--- src/rtl/core/abg_pkg.sv ---
`default_nettype none

package abg_pkg;

	localparam int MAX_SIZE_ENTRIES_DEF  = 4;
	localparam int MAX_RATIO_ENTRIES_DEF = 8;

	// ratio one in Q4.12, also its root
	localparam logic [15:0] RATIO_ONE = 16'd4096;

	localparam int QUEUE_DEPTH = 2;

	// divider: 42-bit dividend, 16-bit divisor; root unit: 48-bit radicand
	localparam int DIV_NW  = 42;
	localparam int DIV_DW  = 16;
	localparam int SQRT_NW = 48;

	typedef enum logic [1:0] {
		OP_CLEAR,
		OP_LOAD_SIZE,
		OP_LOAD_RATIO,
		OP_GENERATE
	} op_t;

	typedef enum logic [2:0] {
		CFG_IMAGE_WIDTH,
		CFG_IMAGE_HEIGHT,
		CFG_STEP_X,
		CFG_STEP_Y,
		CFG_CENTER_OFFSET,
		CFG_CLIP_ENABLE,
		CFG_FLIP_ENABLE,
		CFG_MAX_BOX_ENABLE
	} cfg_idx_t;

	typedef struct packed {
		logic [12:0] image_width;
		logic [12:0] image_height;
		logic [15:0] step_x;
		logic [15:0] step_y;
		logic [7:0]  center_offset;
		logic        clip_enable;
		logic        flip_enable;
		logic        max_box_enable;
	} cfg_t;

	typedef struct packed {
		op_t         op;
		logic [15:0] min_size;
		logic [15:0] max_size;
		logic [15:0] aspect_ratio;
		logic [9:0]  cell_row;
		logic [9:0]  cell_col;
	} item_t;

	typedef enum logic [1:0] {
		BOX_MIN,
		BOX_MEAN,
		BOX_RATIO
	} box_kind_t;

	typedef enum logic [4:0] {
		ST_IDLE,
		ST_RSQ_GO,
		ST_RSQ_WAIT,
		ST_RDIV_GO,
		ST_RDIV_WAIT,
		ST_RSQ2_GO,
		ST_RSQ2_WAIT,
		ST_MUL_X,
		ST_MUL_Y,
		ST_BOX,
		ST_MUL_M,
		ST_SQM_GO,
		ST_SQM_WAIT,
		ST_RSCAN,
		ST_MUL_W,
		ST_DIVH_GO,
		ST_DIVH_WAIT,
		ST_EDGE,
		ST_EDGE_GO,
		ST_EDGE_WAIT,
		ST_OUT
	} state_t;

endpackage

`default_nettype wire

--- src/rtl/core/abg_front.sv ---
`default_nettype none

module abg_front (
	input  wire logic           clk,
	input  wire logic           arst_n,
	input  wire logic           in_valid,
	output logic                in_ready,
	input  wire logic [1:0]     op,
	input  wire logic [15:0]    min_size,
	input  wire logic [15:0]    max_size,
	input  wire logic [15:0]    aspect_ratio,
	input  wire logic [9:0]     cell_row,
	input  wire logic [9:0]     cell_col,
	output logic                item_valid,
	output abg_pkg::item_t      item,
	input  wire logic           item_pop
);

	localparam int QAW = (abg_pkg::QUEUE_DEPTH > 1) ? $clog2(abg_pkg::QUEUE_DEPTH) : 1;
	localparam int QCW = $clog2(abg_pkg::QUEUE_DEPTH + 1);

	abg_pkg::item_t   q_mem [abg_pkg::QUEUE_DEPTH];
	logic [QAW-1:0]   wr_ptr_q;
	logic [QAW-1:0]   rd_ptr_q;
	logic [QCW-1:0]   cnt_q;
	abg_pkg::item_t   in_item;
	logic             push;
	logic             pop;

	always_comb begin
		in_item.op           = abg_pkg::op_t'(op);
		in_item.min_size     = min_size;
		in_item.max_size     = max_size;
		in_item.aspect_ratio = aspect_ratio;
		in_item.cell_row     = cell_row;
		in_item.cell_col     = cell_col;
	end

	assign in_ready   = (cnt_q != QCW'(abg_pkg::QUEUE_DEPTH));
	assign item_valid = (cnt_q != '0);
	assign item       = q_mem[rd_ptr_q];
	assign push       = in_valid && in_ready;
	assign pop        = item_pop && item_valid;

	always_ff @(posedge clk) begin
		if (push) begin
			q_mem[wr_ptr_q] <= in_item;
		end
	end

	always_ff @(posedge clk or negedge arst_n) begin
		if (!arst_n) begin
			wr_ptr_q <= '0;
			rd_ptr_q <= '0;
			cnt_q    <= '0;
		end else begin
			if (push) begin
				wr_ptr_q <= (wr_ptr_q == QAW'(abg_pkg::QUEUE_DEPTH - 1)) ? '0 : wr_ptr_q + QAW'(1);
			end
			if (pop) begin
				rd_ptr_q <= (rd_ptr_q == QAW'(abg_pkg::QUEUE_DEPTH - 1)) ? '0 : rd_ptr_q + QAW'(1);
			end
			if (push && !pop) begin
				cnt_q <= cnt_q + QCW'(1);
			end else if (pop && !push) begin
				cnt_q <= cnt_q - QCW'(1);
			end
		end
	end

endmodule

`default_nettype wire

--- src/rtl/core/abg_div.sv ---
`default_nettype none

module abg_div #(
	parameter int NW = abg_pkg::DIV_NW,
	parameter int DW = abg_pkg::DIV_DW
) (
	input  wire logic          clk,
	input  wire logic          arst_n,
	input  wire logic          start,
	input  wire logic [NW-1:0] num,
	input  wire logic [DW-1:0] den,
	output logic               done,
	output logic [NW-1:0]      quo
);

	localparam int CW = $clog2(NW + 1);

	logic          busy_q;
	logic          done_q;
	logic [CW-1:0] cnt_q;
	logic [DW-1:0] rem_q;
	logic [DW-1:0] den_q;
	logic [NW-1:0] quo_q;
	logic [DW:0]   trial;
	logic          fits;

	// restoring division, one quotient bit a cycle
	assign trial = {rem_q, quo_q[NW-1]};
	assign fits  = (trial >= {1'b0, den_q});

	always_ff @(posedge clk or negedge arst_n) begin
		if (!arst_n) begin
			busy_q <= 1'b0;
			done_q <= 1'b0;
			cnt_q  <= '0;
			rem_q  <= '0;
			den_q  <= '0;
			quo_q  <= '0;
		end else begin
			done_q <= busy_q && (cnt_q == CW'(1));
			if (start) begin
				busy_q <= 1'b1;
				cnt_q  <= CW'(NW);
				rem_q  <= '0;
				den_q  <= den;
				quo_q  <= num;
			end else if (busy_q) begin
				if (fits) begin
					rem_q <= DW'(trial - {1'b0, den_q});
					quo_q <= {quo_q[NW-2:0], 1'b1};
				end else begin
					rem_q <= trial[DW-1:0];
					quo_q <= {quo_q[NW-2:0], 1'b0};
				end
				cnt_q <= cnt_q - CW'(1);
				if (cnt_q == CW'(1)) begin
					busy_q <= 1'b0;
				end
			end
		end
	end

	assign done = done_q;
	assign quo  = quo_q;

endmodule

`default_nettype wire

--- src/rtl/core/abg_sqrt.sv ---
`default_nettype none

module abg_sqrt #(
	parameter int NW = abg_pkg::SQRT_NW
) (
	input  wire logic            clk,
	input  wire logic            arst_n,
	input  wire logic            start,
	input  wire logic [NW-1:0]   rad,
	output logic                 done,
	output logic [NW/2-1:0]      res
);

	localparam int RW = NW / 2;
	localparam int CW = $clog2(RW + 1);

	logic          busy_q;
	logic          done_q;
	logic [CW-1:0] cnt_q;
	logic [NW-1:0] rad_q;
	logic [RW:0]   rem_q;
	logic [RW-1:0] res_q;
	logic [RW+2:0] r2;
	logic [RW+2:0] trial;

	// two radicand bits a cycle, one root bit
	assign r2    = {rem_q, rad_q[NW-1:NW-2]};
	assign trial = {1'b0, res_q, 2'b01};

	always_ff @(posedge clk or negedge arst_n) begin
		if (!arst_n) begin
			busy_q <= 1'b0;
			done_q <= 1'b0;
			cnt_q  <= '0;
			rad_q  <= '0;
			rem_q  <= '0;
			res_q  <= '0;
		end else begin
			done_q <= busy_q && (cnt_q == CW'(1));
			if (start) begin
				busy_q <= 1'b1;
				cnt_q  <= CW'(RW);
				rad_q  <= rad;
				rem_q  <= '0;
				res_q  <= '0;
			end else if (busy_q) begin
				rad_q <= {rad_q[NW-3:0], 2'b00};
				if (r2 >= trial) begin
					rem_q <= (RW+1)'(r2 - trial);
					res_q <= {res_q[RW-2:0], 1'b1};
				end else begin
					rem_q <= r2[RW:0];
					res_q <= {res_q[RW-2:0], 1'b0};
				end
				cnt_q <= cnt_q - CW'(1);
				if (cnt_q == CW'(1)) begin
					busy_q <= 1'b0;
				end
			end
		end
	end

	assign done = done_q;
	assign res  = res_q;

endmodule

`default_nettype wire

--- src/rtl/core/abg_back.sv ---
`default_nettype none

module abg_back #(
	parameter int MAX_SIZE_ENTRIES  = abg_pkg::MAX_SIZE_ENTRIES_DEF,
	parameter int MAX_RATIO_ENTRIES = abg_pkg::MAX_RATIO_ENTRIES_DEF
) (
	input  wire logic               clk,
	input  wire logic               arst_n,
	input  wire abg_pkg::cfg_t      cfg,
	input  wire logic               item_valid,
	input  wire abg_pkg::item_t     item,
	output logic                    item_pop,
	output logic                    out_valid,
	input  wire logic               out_ready,
	output logic signed [19:0]      x_min,
	output logic signed [19:0]      y_min,
	output logic signed [19:0]      x_max,
	output logic signed [19:0]      y_max,
	output logic                    last_box
);

	localparam int SIW = (MAX_SIZE_ENTRIES > 1) ? $clog2(MAX_SIZE_ENTRIES) : 1;
	localparam int SCW = $clog2(MAX_SIZE_ENTRIES + 1);
	localparam int RIW = (MAX_RATIO_ENTRIES > 1) ? $clog2(MAX_RATIO_ENTRIES) : 1;
	localparam int RCW = $clog2(MAX_RATIO_ENTRIES + 1);
	localparam int NW  = abg_pkg::DIV_NW;
	localparam int DW  = abg_pkg::DIV_DW;
	localparam int QW  = abg_pkg::SQRT_NW;
	localparam int RW  = abg_pkg::SQRT_NW / 2;

	abg_pkg::state_t    state_q;
	abg_pkg::state_t    state_d;
	abg_pkg::box_kind_t kind_q;
	abg_pkg::item_t     cur_q;

	logic [15:0] min_tab   [MAX_SIZE_ENTRIES];
	logic [15:0] max_tab   [MAX_SIZE_ENTRIES];
	logic [15:0] ratio_mem [MAX_RATIO_ENTRIES];
	logic [15:0] root_mem  [MAX_RATIO_ENTRIES];
	logic [15:0] ratio_v   [MAX_RATIO_ENTRIES];
	logic [15:0] root_v    [MAX_RATIO_ENTRIES];

	logic [SCW-1:0] size_cnt_q;
	logic [RCW-1:0] ratio_cnt_q;
	logic [SCW-1:0] k_q;
	logic [RCW-1:0] p_q;
	logic [1:0]     eidx_q;
	logic [15:0]    arg_q;
	logic [33:0]    cx_q;
	logic [33:0]    cy_q;
	logic [33:0]    prod_q;
	logic [30:0]    sw_q;
	logic [30:0]    sh_q;
	logic signed [41:0] n_q;
	logic [13:0]    d_q;
	logic           neg_q;
	logic signed [19:0] box_q [4];

	logic [15:0] cur_s;
	logic [15:0] cur_mx;
	logic [15:0] cur_root;
	logic [MAX_RATIO_ENTRIES-1:0] nonone;
	logic        later;
	logic        last_size;
	logic        dup;
	logic        ratio_ok;
	logic        size_room;
	logic [RCW:0] need;

	logic [17:0] mul_a;
	logic [15:0] mul_b;
	logic [33:0] mul_p;
	logic [33:0] w_round;

	logic [33:0] c_sel;
	logic [30:0] s_sel;
	logic [12:0] img_sel;
	logic [12:0] img1;
	logic signed [36:0] c2;
	logic signed [36:0] ss;
	logic signed [36:0] e;
	logic signed [41:0] e16;
	logic signed [41:0] n_d;

	logic          div_start;
	logic [NW-1:0] div_num;
	logic [DW-1:0] div_den;
	logic          div_done;
	logic [NW-1:0] div_quo;
	logic          sq_start;
	logic [QW-1:0] sq_rad;
	logic          sq_done;
	logic [RW-1:0] sq_res;

	function automatic logic signed [19:0] sat_edge(input logic neg, input logic [41:0] quo,
		input logic clip);
		logic signed [42:0] qs;
		logic signed [19:0] r;
		qs = neg ? -$signed({1'b0, quo}) : $signed({1'b0, quo});
		if (clip) begin
			if (qs < 43'sd0) begin
				r = 20'sd0;
			end else if (qs > 43'sd65536) begin
				r = 20'sd65536;
			end else begin
				r = qs[19:0];
			end
		end else begin
			if (qs > 43'sd524287) begin
				r = 20'sd524287;
			end else if (qs < -43'sd524288) begin
				r = -20'sd524288;
			end else begin
				r = qs[19:0];
			end
		end
		return r;
	endfunction

	// entry zero always holds ratio one
	always_comb begin
		for (int i = 0; i < MAX_RATIO_ENTRIES; i++) begin
			ratio_v[i] = (i == 0) ? abg_pkg::RATIO_ONE : ratio_mem[i];
			root_v[i]  = (i == 0) ? abg_pkg::RATIO_ONE : root_mem[i];
		end
	end

	assign cur_s    = min_tab[k_q[SIW-1:0]];
	assign cur_mx   = max_tab[k_q[SIW-1:0]];
	assign cur_root = root_v[p_q[RIW-1:0]];

	always_comb begin
		later = 1'b0;
		dup   = 1'b0;
		for (int i = 0; i < MAX_RATIO_ENTRIES; i++) begin
			nonone[i] = (RCW'(i) < ratio_cnt_q) && (ratio_v[i] != abg_pkg::RATIO_ONE)
				&& (root_v[i] != '0);
			later = later | (nonone[i] && (RCW'(i) > p_q));
			dup   = dup | ((RCW'(i) < ratio_cnt_q) && (ratio_v[i] == item.aspect_ratio));
		end
	end

	assign need      = cfg.flip_enable ? (RCW+1)'(2) : (RCW+1)'(1);
	assign ratio_ok  = (item.aspect_ratio != '0) && !dup
		&& (({1'b0, ratio_cnt_q} + need) <= (RCW+1)'(MAX_RATIO_ENTRIES));
	assign size_room = (size_cnt_q < SCW'(MAX_SIZE_ENTRIES));
	assign last_size = ((k_q + SCW'(1)) == size_cnt_q);

	// shared multiplier
	always_comb begin
		mul_a = '0;
		mul_b = '0;
		case (state_q)
			abg_pkg::ST_MUL_X: begin
				mul_a = {cur_q.cell_col, 8'h00} + {10'b0, cfg.center_offset};
				mul_b = cfg.step_x;
			end
			abg_pkg::ST_MUL_Y: begin
				mul_a = {cur_q.cell_row, 8'h00} + {10'b0, cfg.center_offset};
				mul_b = cfg.step_y;
			end
			abg_pkg::ST_MUL_M: begin
				mul_a = {2'b00, cur_s};
				mul_b = cur_mx;
			end
			abg_pkg::ST_MUL_W: begin
				mul_a = {2'b00, cur_s};
				mul_b = cur_root;
			end
			default: begin
				mul_a = '0;
				mul_b = '0;
			end
		endcase
	end

	assign mul_p   = mul_a * mul_b;
	assign w_round = prod_q + 34'd8;

	// edge numerator: 16 * (2c -/+ s) + img, rounding half up after the divide
	always_comb begin
		c_sel   = eidx_q[0] ? cy_q : cx_q;
		s_sel   = eidx_q[0] ? sh_q : sw_q;
		img_sel = eidx_q[0] ? cfg.image_height : cfg.image_width;
		img1    = (img_sel == '0) ? 13'd1 : img_sel;
		c2      = $signed({2'b00, c_sel, 1'b0});
		ss      = $signed({6'b0, s_sel});
		e       = eidx_q[1] ? (c2 + ss) : (c2 - ss);
		e16     = {e[36], e, 4'b0000};
		n_d     = e16 + $signed({29'b0, img1});
	end

	// divider and root operand selection
	always_comb begin
		div_num = '0;
		div_den = '0;
		sq_rad  = '0;
		case (state_q)
			abg_pkg::ST_EDGE_GO: begin
				// floor of a negative quotient as minus the ceiling of its magnitude
				div_num = n_q[41] ? ({28'b0, d_q} + ~$unsigned(n_q)) : $unsigned(n_q);
				div_den = {2'b00, d_q};
			end
			abg_pkg::ST_RDIV_GO: begin
				div_num = {17'b0, 25'h1000000 + {10'b0, arg_q[15:1]}};
				div_den = arg_q;
			end
			abg_pkg::ST_DIVH_GO: begin
				div_num = {6'b0, cur_s, 20'b0} + {27'b0, cur_root[15:1]};
				div_den = cur_root;
			end
			abg_pkg::ST_RSQ_GO, abg_pkg::ST_RSQ2_GO: begin
				sq_rad = {20'b0, arg_q, 12'b0};
			end
			abg_pkg::ST_SQM_GO: begin
				sq_rad = {prod_q[31:0], 16'b0};
			end
			default: begin
				div_num = '0;
				div_den = '0;
				sq_rad  = '0;
			end
		endcase
	end

	abg_div #(
		.NW(NW),
		.DW(DW)
	) u_div (
		.clk    (clk),
		.arst_n (arst_n),
		.start  (div_start),
		.num    (div_num),
		.den    (div_den),
		.done   (div_done),
		.quo    (div_quo)
	);

	abg_sqrt #(
		.NW(QW)
	) u_sqrt (
		.clk    (clk),
		.arst_n (arst_n),
		.start  (sq_start),
		.rad    (sq_rad),
		.done   (sq_done),
		.res    (sq_res)
	);

	// next state
	always_comb begin
		state_d = state_q;
		unique case (state_q)
			abg_pkg::ST_IDLE: begin
				if (item_valid) begin
					unique case (item.op)
						abg_pkg::OP_CLEAR, abg_pkg::OP_LOAD_SIZE: state_d = abg_pkg::ST_IDLE;
						abg_pkg::OP_LOAD_RATIO:
							state_d = ratio_ok ? abg_pkg::ST_RSQ_GO : abg_pkg::ST_IDLE;
						abg_pkg::OP_GENERATE:
							state_d = (size_cnt_q != '0) ? abg_pkg::ST_MUL_X : abg_pkg::ST_IDLE;
						default: state_d = abg_pkg::ST_IDLE;
					endcase
				end
			end
			abg_pkg::ST_RSQ_GO:    state_d = abg_pkg::ST_RSQ_WAIT;
			abg_pkg::ST_RSQ_WAIT: begin
				if (sq_done) begin
					state_d = cfg.flip_enable ? abg_pkg::ST_RDIV_GO : abg_pkg::ST_IDLE;
				end
			end
			abg_pkg::ST_RDIV_GO:   state_d = abg_pkg::ST_RDIV_WAIT;
			abg_pkg::ST_RDIV_WAIT: begin
				if (div_done) begin
					state_d = abg_pkg::ST_RSQ2_GO;
				end
			end
			abg_pkg::ST_RSQ2_GO:   state_d = abg_pkg::ST_RSQ2_WAIT;
			abg_pkg::ST_RSQ2_WAIT: begin
				if (sq_done) begin
					state_d = abg_pkg::ST_IDLE;
				end
			end
			abg_pkg::ST_MUL_X:     state_d = abg_pkg::ST_MUL_Y;
			abg_pkg::ST_MUL_Y:     state_d = abg_pkg::ST_BOX;
			abg_pkg::ST_BOX:       state_d = abg_pkg::ST_EDGE;
			abg_pkg::ST_MUL_M:     state_d = abg_pkg::ST_SQM_GO;
			abg_pkg::ST_SQM_GO:    state_d = abg_pkg::ST_SQM_WAIT;
			abg_pkg::ST_SQM_WAIT: begin
				if (sq_done) begin
					state_d = abg_pkg::ST_EDGE;
				end
			end
			abg_pkg::ST_RSCAN: begin
				if (p_q >= ratio_cnt_q) begin
					state_d = last_size ? abg_pkg::ST_IDLE : abg_pkg::ST_BOX;
				end else if (nonone[p_q[RIW-1:0]]) begin
					state_d = abg_pkg::ST_MUL_W;
				end
			end
			abg_pkg::ST_MUL_W:     state_d = abg_pkg::ST_DIVH_GO;
			abg_pkg::ST_DIVH_GO:   state_d = abg_pkg::ST_DIVH_WAIT;
			abg_pkg::ST_DIVH_WAIT: begin
				if (div_done) begin
					state_d = abg_pkg::ST_EDGE;
				end
			end
			abg_pkg::ST_EDGE:      state_d = abg_pkg::ST_EDGE_GO;
			abg_pkg::ST_EDGE_GO:   state_d = abg_pkg::ST_EDGE_WAIT;
			abg_pkg::ST_EDGE_WAIT: begin
				if (div_done) begin
					state_d = (eidx_q == 2'd3) ? abg_pkg::ST_OUT : abg_pkg::ST_EDGE;
				end
			end
			abg_pkg::ST_OUT: begin
				if (out_ready) begin
					if (kind_q == abg_pkg::BOX_MIN && cfg.max_box_enable) begin
						state_d = abg_pkg::ST_MUL_M;
					end else begin
						state_d = abg_pkg::ST_RSCAN;
					end
				end
			end
			default: state_d = abg_pkg::ST_IDLE;
		endcase
	end

	// outputs
	always_comb begin
		item_pop  = (state_q == abg_pkg::ST_IDLE) && item_valid;
		out_valid = (state_q == abg_pkg::ST_OUT);
		div_start = (state_q == abg_pkg::ST_EDGE_GO) || (state_q == abg_pkg::ST_RDIV_GO)
			|| (state_q == abg_pkg::ST_DIVH_GO);
		sq_start  = (state_q == abg_pkg::ST_RSQ_GO) || (state_q == abg_pkg::ST_RSQ2_GO)
			|| (state_q == abg_pkg::ST_SQM_GO);
		case (kind_q)
			abg_pkg::BOX_MIN:   last_box = last_size && !cfg.max_box_enable && !(|nonone);
			abg_pkg::BOX_MEAN:  last_box = last_size && !(|nonone);
			abg_pkg::BOX_RATIO: last_box = last_size && !later;
			default:            last_box = 1'b0;
		endcase
	end

	assign x_min = box_q[0];
	assign y_min = box_q[1];
	assign x_max = box_q[2];
	assign y_max = box_q[3];

	// table storage
	always_ff @(posedge clk) begin
		if (state_q == abg_pkg::ST_IDLE && item_valid && item.op == abg_pkg::OP_LOAD_SIZE
			&& size_room) begin
			min_tab[size_cnt_q[SIW-1:0]] <= item.min_size;
			max_tab[size_cnt_q[SIW-1:0]] <= item.max_size;
		end
		if ((state_q == abg_pkg::ST_RSQ_WAIT || state_q == abg_pkg::ST_RSQ2_WAIT) && sq_done) begin
			ratio_mem[ratio_cnt_q[RIW-1:0]] <= arg_q;
			root_mem[ratio_cnt_q[RIW-1:0]]  <= sq_res[15:0];
		end
	end

	always_ff @(posedge clk or negedge arst_n) begin
		if (!arst_n) begin
			state_q     <= abg_pkg::ST_IDLE;
			kind_q      <= abg_pkg::BOX_MIN;
			cur_q       <= '0;
			size_cnt_q  <= '0;
			ratio_cnt_q <= RCW'(1);
			k_q         <= '0;
			p_q         <= '0;
			eidx_q      <= '0;
			arg_q       <= '0;
			cx_q        <= '0;
			cy_q        <= '0;
			prod_q      <= '0;
			sw_q        <= '0;
			sh_q        <= '0;
			n_q         <= '0;
			d_q         <= '0;
			neg_q       <= 1'b0;
			for (int i = 0; i < 4; i++) begin
				box_q[i] <= '0;
			end
		end else begin
			state_q <= state_d;
			case (state_q)
				abg_pkg::ST_IDLE: begin
					if (item_valid) begin
						cur_q <= item;
						arg_q <= item.aspect_ratio;
						k_q   <= '0;
						case (item.op)
							abg_pkg::OP_CLEAR: begin
								size_cnt_q  <= '0;
								ratio_cnt_q <= RCW'(1);
							end
							abg_pkg::OP_LOAD_SIZE: begin
								if (size_room) begin
									size_cnt_q <= size_cnt_q + SCW'(1);
								end
							end
							default: ;
						endcase
					end
				end
				abg_pkg::ST_RSQ_WAIT, abg_pkg::ST_RSQ2_WAIT: begin
					if (sq_done) begin
						ratio_cnt_q <= ratio_cnt_q + RCW'(1);
					end
				end
				abg_pkg::ST_RDIV_WAIT: begin
					if (div_done) begin
						arg_q <= (div_quo > NW'(65535)) ? 16'hFFFF : div_quo[15:0];
					end
				end
				abg_pkg::ST_MUL_X: cx_q <= mul_p;
				abg_pkg::ST_MUL_Y: cy_q <= mul_p;
				abg_pkg::ST_BOX: begin
					sw_q   <= {7'b0, cur_s, 8'b0};
					sh_q   <= {7'b0, cur_s, 8'b0};
					kind_q <= abg_pkg::BOX_MIN;
					eidx_q <= '0;
				end
				abg_pkg::ST_MUL_M, abg_pkg::ST_MUL_W: prod_q <= mul_p;
				abg_pkg::ST_SQM_WAIT: begin
					if (sq_done) begin
						sw_q   <= {7'b0, sq_res};
						sh_q   <= {7'b0, sq_res};
						kind_q <= abg_pkg::BOX_MEAN;
						eidx_q <= '0;
					end
				end
				abg_pkg::ST_RSCAN: begin
					if (p_q >= ratio_cnt_q) begin
						k_q <= k_q + SCW'(1);
					end else if (!nonone[p_q[RIW-1:0]]) begin
						p_q <= p_q + RCW'(1);
					end
				end
				abg_pkg::ST_DIVH_GO: sw_q <= {1'b0, w_round[33:4]};
				abg_pkg::ST_DIVH_WAIT: begin
					if (div_done) begin
						sh_q   <= div_quo[30:0];
						kind_q <= abg_pkg::BOX_RATIO;
						eidx_q <= '0;
					end
				end
				abg_pkg::ST_EDGE: begin
					n_q <= n_d;
					d_q <= {img1, 1'b0};
				end
				abg_pkg::ST_EDGE_GO: neg_q <= n_q[41];
				abg_pkg::ST_EDGE_WAIT: begin
					if (div_done) begin
						box_q[eidx_q] <= sat_edge(neg_q, div_quo, cfg.clip_enable);
						eidx_q        <= eidx_q + 2'd1;
					end
				end
				abg_pkg::ST_OUT: begin
					if (out_ready) begin
						p_q <= (kind_q == abg_pkg::BOX_RATIO) ? p_q + RCW'(1) : '0;
					end
				end
				default: ;
			endcase
		end
	end

`ifndef SYNTHESIS
	a_ratio_cnt_range: assert property (@(posedge clk) disable iff (!arst_n)
		(ratio_cnt_q >= RCW'(1)) && (ratio_cnt_q <= RCW'(MAX_RATIO_ENTRIES)))
		else $error("ratio count out of range");

	a_size_cnt_range: assert property (@(posedge clk) disable iff (!arst_n)
		size_cnt_q <= SCW'(MAX_SIZE_ENTRIES))
		else $error("size count out of range");

	a_busy_after_inner_beat: assert property (@(posedge clk) disable iff (!arst_n)
		(out_valid && out_ready && !last_box) |=> (state_q != abg_pkg::ST_IDLE))
		else $error("cell ended without a last box");

	a_no_pop_while_busy: assert property (@(posedge clk) disable iff (!arst_n)
		(state_q == abg_pkg::ST_OUT) |=> !item_pop)
		else $error("item taken while a box is pending");
`endif

endmodule

`default_nettype wire

--- src/rtl/core/anchor_box_generator.sv ---
`default_nettype none

// SSD prior-box generator. Items enter a two-beat queue and are carried out one at a time by a
// sequencer built around one shared divider, one square-root unit and one 18x16 multiplier.
// Clear and size loads are handled in idle. A ratio load runs a root, or with flip a root, a
// reciprocal divide and a second root. A generate item first forms the cell centre on the
// multiplier, then each box spends four divider runs on its normalized edges, plus a root run
// for the mean box or a divide for a ratio box, and the sequencer steps past each skipped
// ratio entry; the divider is what sets the pace. Boxes leave in load order of sizes, each
// size giving its min box, its mean box when enabled, then one box per stored ratio other than
// one; the final box of a cell carries last_box. There is no clearing pass after reset.
module anchor_box_generator #(
	parameter int MAX_SIZE_ENTRIES  = abg_pkg::MAX_SIZE_ENTRIES_DEF,
	parameter int MAX_RATIO_ENTRIES = abg_pkg::MAX_RATIO_ENTRIES_DEF
) (
	input  wire logic               clk,
	input  wire logic               arst_n,
	input  wire logic               cfg_we,
	input  wire logic [2:0]         cfg_index,
	input  wire logic [15:0]        cfg_data,
	input  wire logic               in_valid,
	output logic                    in_ready,
	input  wire logic [1:0]         op,
	input  wire logic [15:0]        min_size,
	input  wire logic [15:0]        max_size,
	input  wire logic [15:0]        aspect_ratio,
	input  wire logic [9:0]         cell_row,
	input  wire logic [9:0]         cell_col,
	output logic                    out_valid,
	input  wire logic               out_ready,
	output logic signed [19:0]      x_min,
	output logic signed [19:0]      y_min,
	output logic signed [19:0]      x_max,
	output logic signed [19:0]      y_max,
	output logic                    last_box
);

	abg_pkg::cfg_t  cfg_q;
	abg_pkg::item_t item;
	logic           item_valid;
	logic           item_pop;

	always_ff @(posedge clk or negedge arst_n) begin
		if (!arst_n) begin
			cfg_q.image_width    <= 13'd300;
			cfg_q.image_height   <= 13'd300;
			cfg_q.step_x         <= 16'd128;
			cfg_q.step_y         <= 16'd128;
			cfg_q.center_offset  <= 8'd128;
			cfg_q.clip_enable    <= 1'b0;
			cfg_q.flip_enable    <= 1'b1;
			cfg_q.max_box_enable <= 1'b0;
		end else if (cfg_we) begin
			unique case (abg_pkg::cfg_idx_t'(cfg_index))
				abg_pkg::CFG_IMAGE_WIDTH:    cfg_q.image_width    <= cfg_data[12:0];
				abg_pkg::CFG_IMAGE_HEIGHT:   cfg_q.image_height   <= cfg_data[12:0];
				abg_pkg::CFG_STEP_X:         cfg_q.step_x         <= cfg_data;
				abg_pkg::CFG_STEP_Y:         cfg_q.step_y         <= cfg_data;
				abg_pkg::CFG_CENTER_OFFSET:  cfg_q.center_offset  <= cfg_data[7:0];
				abg_pkg::CFG_CLIP_ENABLE:    cfg_q.clip_enable    <= cfg_data[0];
				abg_pkg::CFG_FLIP_ENABLE:    cfg_q.flip_enable    <= cfg_data[0];
				abg_pkg::CFG_MAX_BOX_ENABLE: cfg_q.max_box_enable <= cfg_data[0];
				default: ;
			endcase
		end
	end

	abg_front u_front (
		.clk          (clk),
		.arst_n       (arst_n),
		.in_valid     (in_valid),
		.in_ready     (in_ready),
		.op           (op),
		.min_size     (min_size),
		.max_size     (max_size),
		.aspect_ratio (aspect_ratio),
		.cell_row     (cell_row),
		.cell_col     (cell_col),
		.item_valid   (item_valid),
		.item         (item),
		.item_pop     (item_pop)
	);

	abg_back #(
		.MAX_SIZE_ENTRIES  (MAX_SIZE_ENTRIES),
		.MAX_RATIO_ENTRIES (MAX_RATIO_ENTRIES)
	) u_back (
		.clk        (clk),
		.arst_n     (arst_n),
		.cfg        (cfg_q),
		.item_valid (item_valid),
		.item       (item),
		.item_pop   (item_pop),
		.out_valid  (out_valid),
		.out_ready  (out_ready),
		.x_min      (x_min),
		.y_min      (y_min),
		.x_max      (x_max),
		.y_max      (y_max),
		.last_box   (last_box)
	);

endmodule

`default_nettype wire

--- config.mk ---
export PLATFORM = sky130hd
export DESIGN_NAME = anchor_box_generator
export DESIGN_NICKNAME = d
export VERILOG_FILES = /design/src/rtl/core/abg_pkg.sv /design/src/rtl/core/abg_front.sv /design/src/rtl/core/abg_div.sv /design/src/rtl/core/abg_sqrt.sv /design/src/rtl/core/abg_back.sv /design/src/rtl/core/anchor_box_generator.sv
export SDC_FILE = /design/constraint.sdc
export NUM_CORES = 2
export LEC_CHECK = 0
export BUFFER_PORTS_ARGS = -buffer_cell sky130_fd_sc_hd__buf_2
export CORE_MARGIN = 2
export CORE_UTILIZATION = 49
export CTS_CLUSTER_DIAMETER = 60
export DETAILED_ROUTE_END_ITERATION = 12
export GPL_TIMING_DRIVEN = 0
export HOLD_SLACK_MARGIN = 0.08
export PLACE_DENSITY = 0.67
export SYNTH_ARGS = -nofsm -noshare
export SYNTH_HDL_FRONTEND = slang
export SYNTH_SLANG_ARGS = --single-unit
--- constraint.sdc ---
create_clock -name clk -period 17.3 [get_ports clk]
set_clock_uncertainty 0.1 [all_clocks]
set_input_delay 1.73 -clock clk [delete_from_list [all_inputs] [get_ports clk]]
set_output_delay 1.73 -clock clk [all_outputs]
set_load 0.005 [all_outputs]
==> flow_metrics.py <==
metrics = {
    "outcome": {
        "status": "finished, final reports clean",
    },
    "detailed_routing": {
        "via_per_inst": 6.13,
        "avgRoutedWirePerCell_um": 25.3,
        "drtIter0Drc": 5428,
        "detail_route.first_pass.iterations": 9,
        "vias": 52444,
        "drtAntennaViolNets": 0,
        "route.detailed.drc": 0,
        "wl_um": 216000,
    },
    "sta": {
        "slew_headroom": 0.0628,
        "rsz0062_at_grt": "no",
        "setup_ws_ns": 5.29,
        "final.min_clock_period_ns": 12.01,
        "drv_slew": 0,
        "hold_ws_ns": 0.369,
        "setup-violations-final": 0,
        "fin_crit_sh": 0.694,
        "worstMarginPinSlew_ns": 1.39,
        "fmax_mhz": 83.3,
        "finalHoldViolations": 0,
        "tns_ns": 0,
    },
    "clocking": {
        "htreeDepth": 3,
        "cts_tree": "yes",
        "clkSlewWorstSetupHoldPaths_ns": 0.06,
        "cts-resized-gates": 0,
        "cts-root-buf": "clkbuf_16",
        "cts_setup_buffers": 0,
        "cts_buffers": 119,
        "clkLatencyLatePin_ns": 0.76,
        "postCtsHoldBufs": 0,
        "cts_buffer_depth": 3,
        "clock_sinks": 1093,
    },
    "place": {
        "routabilityCongestion": 1.02,
        "dp_hpwl_um": 166000,
        "port_buffers": 174,
        "dp.cells": 8319,
        "pre_cts_ws_ns": 5.65,
    },
    "setup_path": {
        "cp.arrival_ns": 12.50,
        "rr_startpoint": "u_back.p_q[1]$_DFFE_PN0P_",
        "worstPathRequired_ns": 17.79,
        "cp-end-kind": "flop",
        "cp_top_family": "compound AO/OA/AOI/OAI gates",
        "critPathLaunchType": "flop",
        "cp_common_cell": "fa_1",
        "slowest_stage": "a21oi_1",
        "crit_type": "reg -> reg",
        "r2r_slack_ns": 5.29,
        "worstPathMaxFanout": 10,
        "slowest_delay_ns": 0.86,
        "worstRegToRegCells": 30,
        "path_buf_inv": 9,
        "rr_endpoint": "u_back.cy_q[32]$_DFFE_PN0N_",
    },
    "min_path": {
        "hold_path_end": "u_back.cy_q[17]$_DFFE_PN0N_",
        "hold_path_class": "reg -> reg",
        "min-delay-start": "u_back.cy_q[17]$_DFFE_PN0N_",
        "min_path_cells": 2,
    },
    "logic_synthesis": {
        "synth_area_leaders": "edfxtp_1 22%, dfrtp_1 22%, fa_1 6.9%",
        "synth_warnings": 0,
        "synth_common_cells": "673 x nand2_1, 588 x dfrtp_1, 533 x nor2_1, 492 x edfxtp_1, 454 x inv_1",
        "synth.most_common_cell": "nand2_1",
        "synth_edf_count": 492,
        "syn_area_um2": 65800,
        "ys_seq_area_frac": 0.454,
        "synthCells": 6340,
        "yosysTopAreaCell": "edfxtp_1",
        "syn_nets": 6922,
        "syn_area_per_cell_um2": 10.4,
        "synth_top_area_frac": 0.225,
        "ys_ff_latch": 1093,
        "async_reset_ff_frac": 0.550,
        "synthDistinctLibCells": 98,
        "yosys_most_used_dff": "dfrtp_1",
    },
    "pwr": {
        "intPower_mw": 4.49,
        "power_switching_share": 0.233,
        "seq_power_share": 0.495,
        "combPwrFrac": 0.059,
        "power_frac_clock": 0.445,
        "p_sw_mw": 1.36,
        "ir_worst_vdd_mv": 0.104,
        "power.density_nw_per_um2": 79.4,
        "p_leak_nw": 30.1,
    },
    "grt": {
        "grt_max_degree": 112,
        "first_global_vias": 51398,
        "gr-total-overflow": 0,
        "grt_pass1_wl_um": 324000,
        "antenna_found_initial": 20,
        "grtUsageTotal": 0.314,
    },
    "floorplanning": {
        "die_width_um": 370,
        "start_util": 0.493,
        "die_area_um2": 137000,
        "coreArea_um2": 133000,
        "rows": 134,
        "io_pins": 177,
        "die-height_um": 370,
    },
    "finish": {
        "final_nets": 7255,
        "syn_to_final_growth_pct": 11.9,
        "fillers": 11684,
        "regArea_um2": 29800,
        "fin_cells": 8552,
        "multi_input_comb_area_um2": 33000,
        "final_layout_size_suffix_gt1_frac": 0.111,
    },
    "job": {
        "maxCapViolations": 0,
    },
}
[worst max-delay path by stage]
stage / start / end / slack [ns] / depth (start not counted)
finish: u_back.p_q[1]$_DFFE_PN0P_ / u_back.cy_q[32]$_DFFE_PN0N_ / 5.29 / 30
global placement: arst_n / u_back.cur_q[17]$_DFFE_PN0P_ / 1.53 / 1
floorplan: u_back.p_q[1]$_DFFE_PN0P_ / u_back.cx_q[32]$_DFFE_PN0N_ / 8.60 / 33
CTS: u_back.p_q[1]$_DFFE_PN0P_ / u_back.cy_q[32]$_DFFE_PN0N_ / 5.59 / 33
global route: u_back.p_q[1]$_DFFE_PN0P_ / u_back.cy_q[32]$_DFFE_PN0N_ / 4.93 / 33
detailed placement: u_back.p_q[1]$_DFFE_PN0P_ / u_back.cx_q[32]$_DFFE_PN0N_ / 5.65 / 33
[cells by family (layout without fill, tap and decap cells)]
| group | count (synthesis) | count (layout) | synth area share |
|---|---|---|---|
| other | 0 | 10 | 0 |
| AND/OR/NAND/NOR | 1812 | 1812 | 0.126 |
| flip-flops | 1093 | 1093 | 0.454 |
| adder cells (fa/ha/maj) | 488 | 488 | 0.119 |
| multiplexers | 396 | 396 | 0.0728 |
| AO/OA/AOI/OAI | 1440 | 1440 | 0.141 |
| XOR/XNOR | 311 | 311 | 0.0414 |
| buffers and inverters | 800 | 1234 | 0.0469 |
[per-stage QoR]
stage | power [mW] | utilization | cell area, µm²
after CTS | 5.86 | 0.552 | 73600
after global routing | 6.01 | 0.552 | 73600
final | 5.85 | 0.552 | 73600
after detailed placement | 3.29 | 0.522 | 69500
after floorplan | 3.11 | - | 65800
after global placement | 3.25 | 0.516 | 68800
[cell usage in the layout (no fill, tap or decap), types with 29 or more instances in the layout]
master / count
dfrtp_1: 588
a211oi_1: 41
nor2b_1: 44
mux2i_1: 154
o21bai_1: 29
nor4_1: 99
nor2_1: 529
nand3_1: 76
nor3_1: 97
ha_1: 260
nand4_1: 68
a31oi_1: 53
edfxtp_1: 492
a21oi_1: 414
o31ai_1: 123
mux2_2: 177
buf_2: 185
clkbuf_1: 301
nand2b_1: 33
a21o_1: 53
nand2_1: 673
or3_1: 35
clkbuf_16: 120
inv_1: 454
o21a_1: 35
and2_1: 31
buf_6: 32
a22oi_1: 83
mux4_2: 48
fa_1: 228
o21ai_0: 312
xor2_1: 150
buf_1: 37
xnor2_1: 161
[metal layers]
layer | track usage | vias up | routed length (µm)
met1 | 0.406 | 25847 | 85000
met3 | 0.0744 | 602 | 21000
met5 | 0 | - | 244
met2 | 0.494 | 2662 | 97400
met4 | 0.162 | 32 | 12800
li1 | - | 23301 | -
[state kept, by name (all words and copies together) (netlist names), 24 cells and up]
name                 count
u_back.root_mem        112
u_back.u_sqrt.rad_q     36
u_back.u_div.quo        42
u_back.ratio_mem       112
u_back.max_tab          64
u_back.cx_q             34
u_back.sw_q             30
u_back.prod_q           34
u_back.n_q              42
u_back.sh_q             31
u_back.u_sqrt.res       24
cfg_q                   69
u_front.q_mem          140
u_back.min_tab          64
u_back.u_sqrt.rem_q     25
u_back.cy_q             34
[area by class of cell]
cell class,instances,area share
Clock inverter,64,0.00906
Tap cell,1768,0.0301
Multi-Input combinational cell,4447,0.448
Clock buffer,158,0.0457
Antenna cell,10,0.000340
Timing Repair Buffer,212,0.0198
Buffer,344,0.0186
Sequential cell,1093,0.405
Inverter,456,0.0233
[worst min-delay path, cell delays in order, from the launching register on]
cell	delay, ns
dfrtp_1	0.34
nand2_1	0.05
nand2_1	0.05
[power groups by stage]
stage	sequential [mW]	clock, mW	combinational [mW]
floorplan	2.94	0	0.176
global placement	2.95	0	0.302
global route	2.91	2.73	0.373
CTS	2.90	2.62	0.349
detailed placement	2.95	0	0.346
finish	2.90	2.60	0.347
No activity file was read; power rests on OpenSTA's default activity.
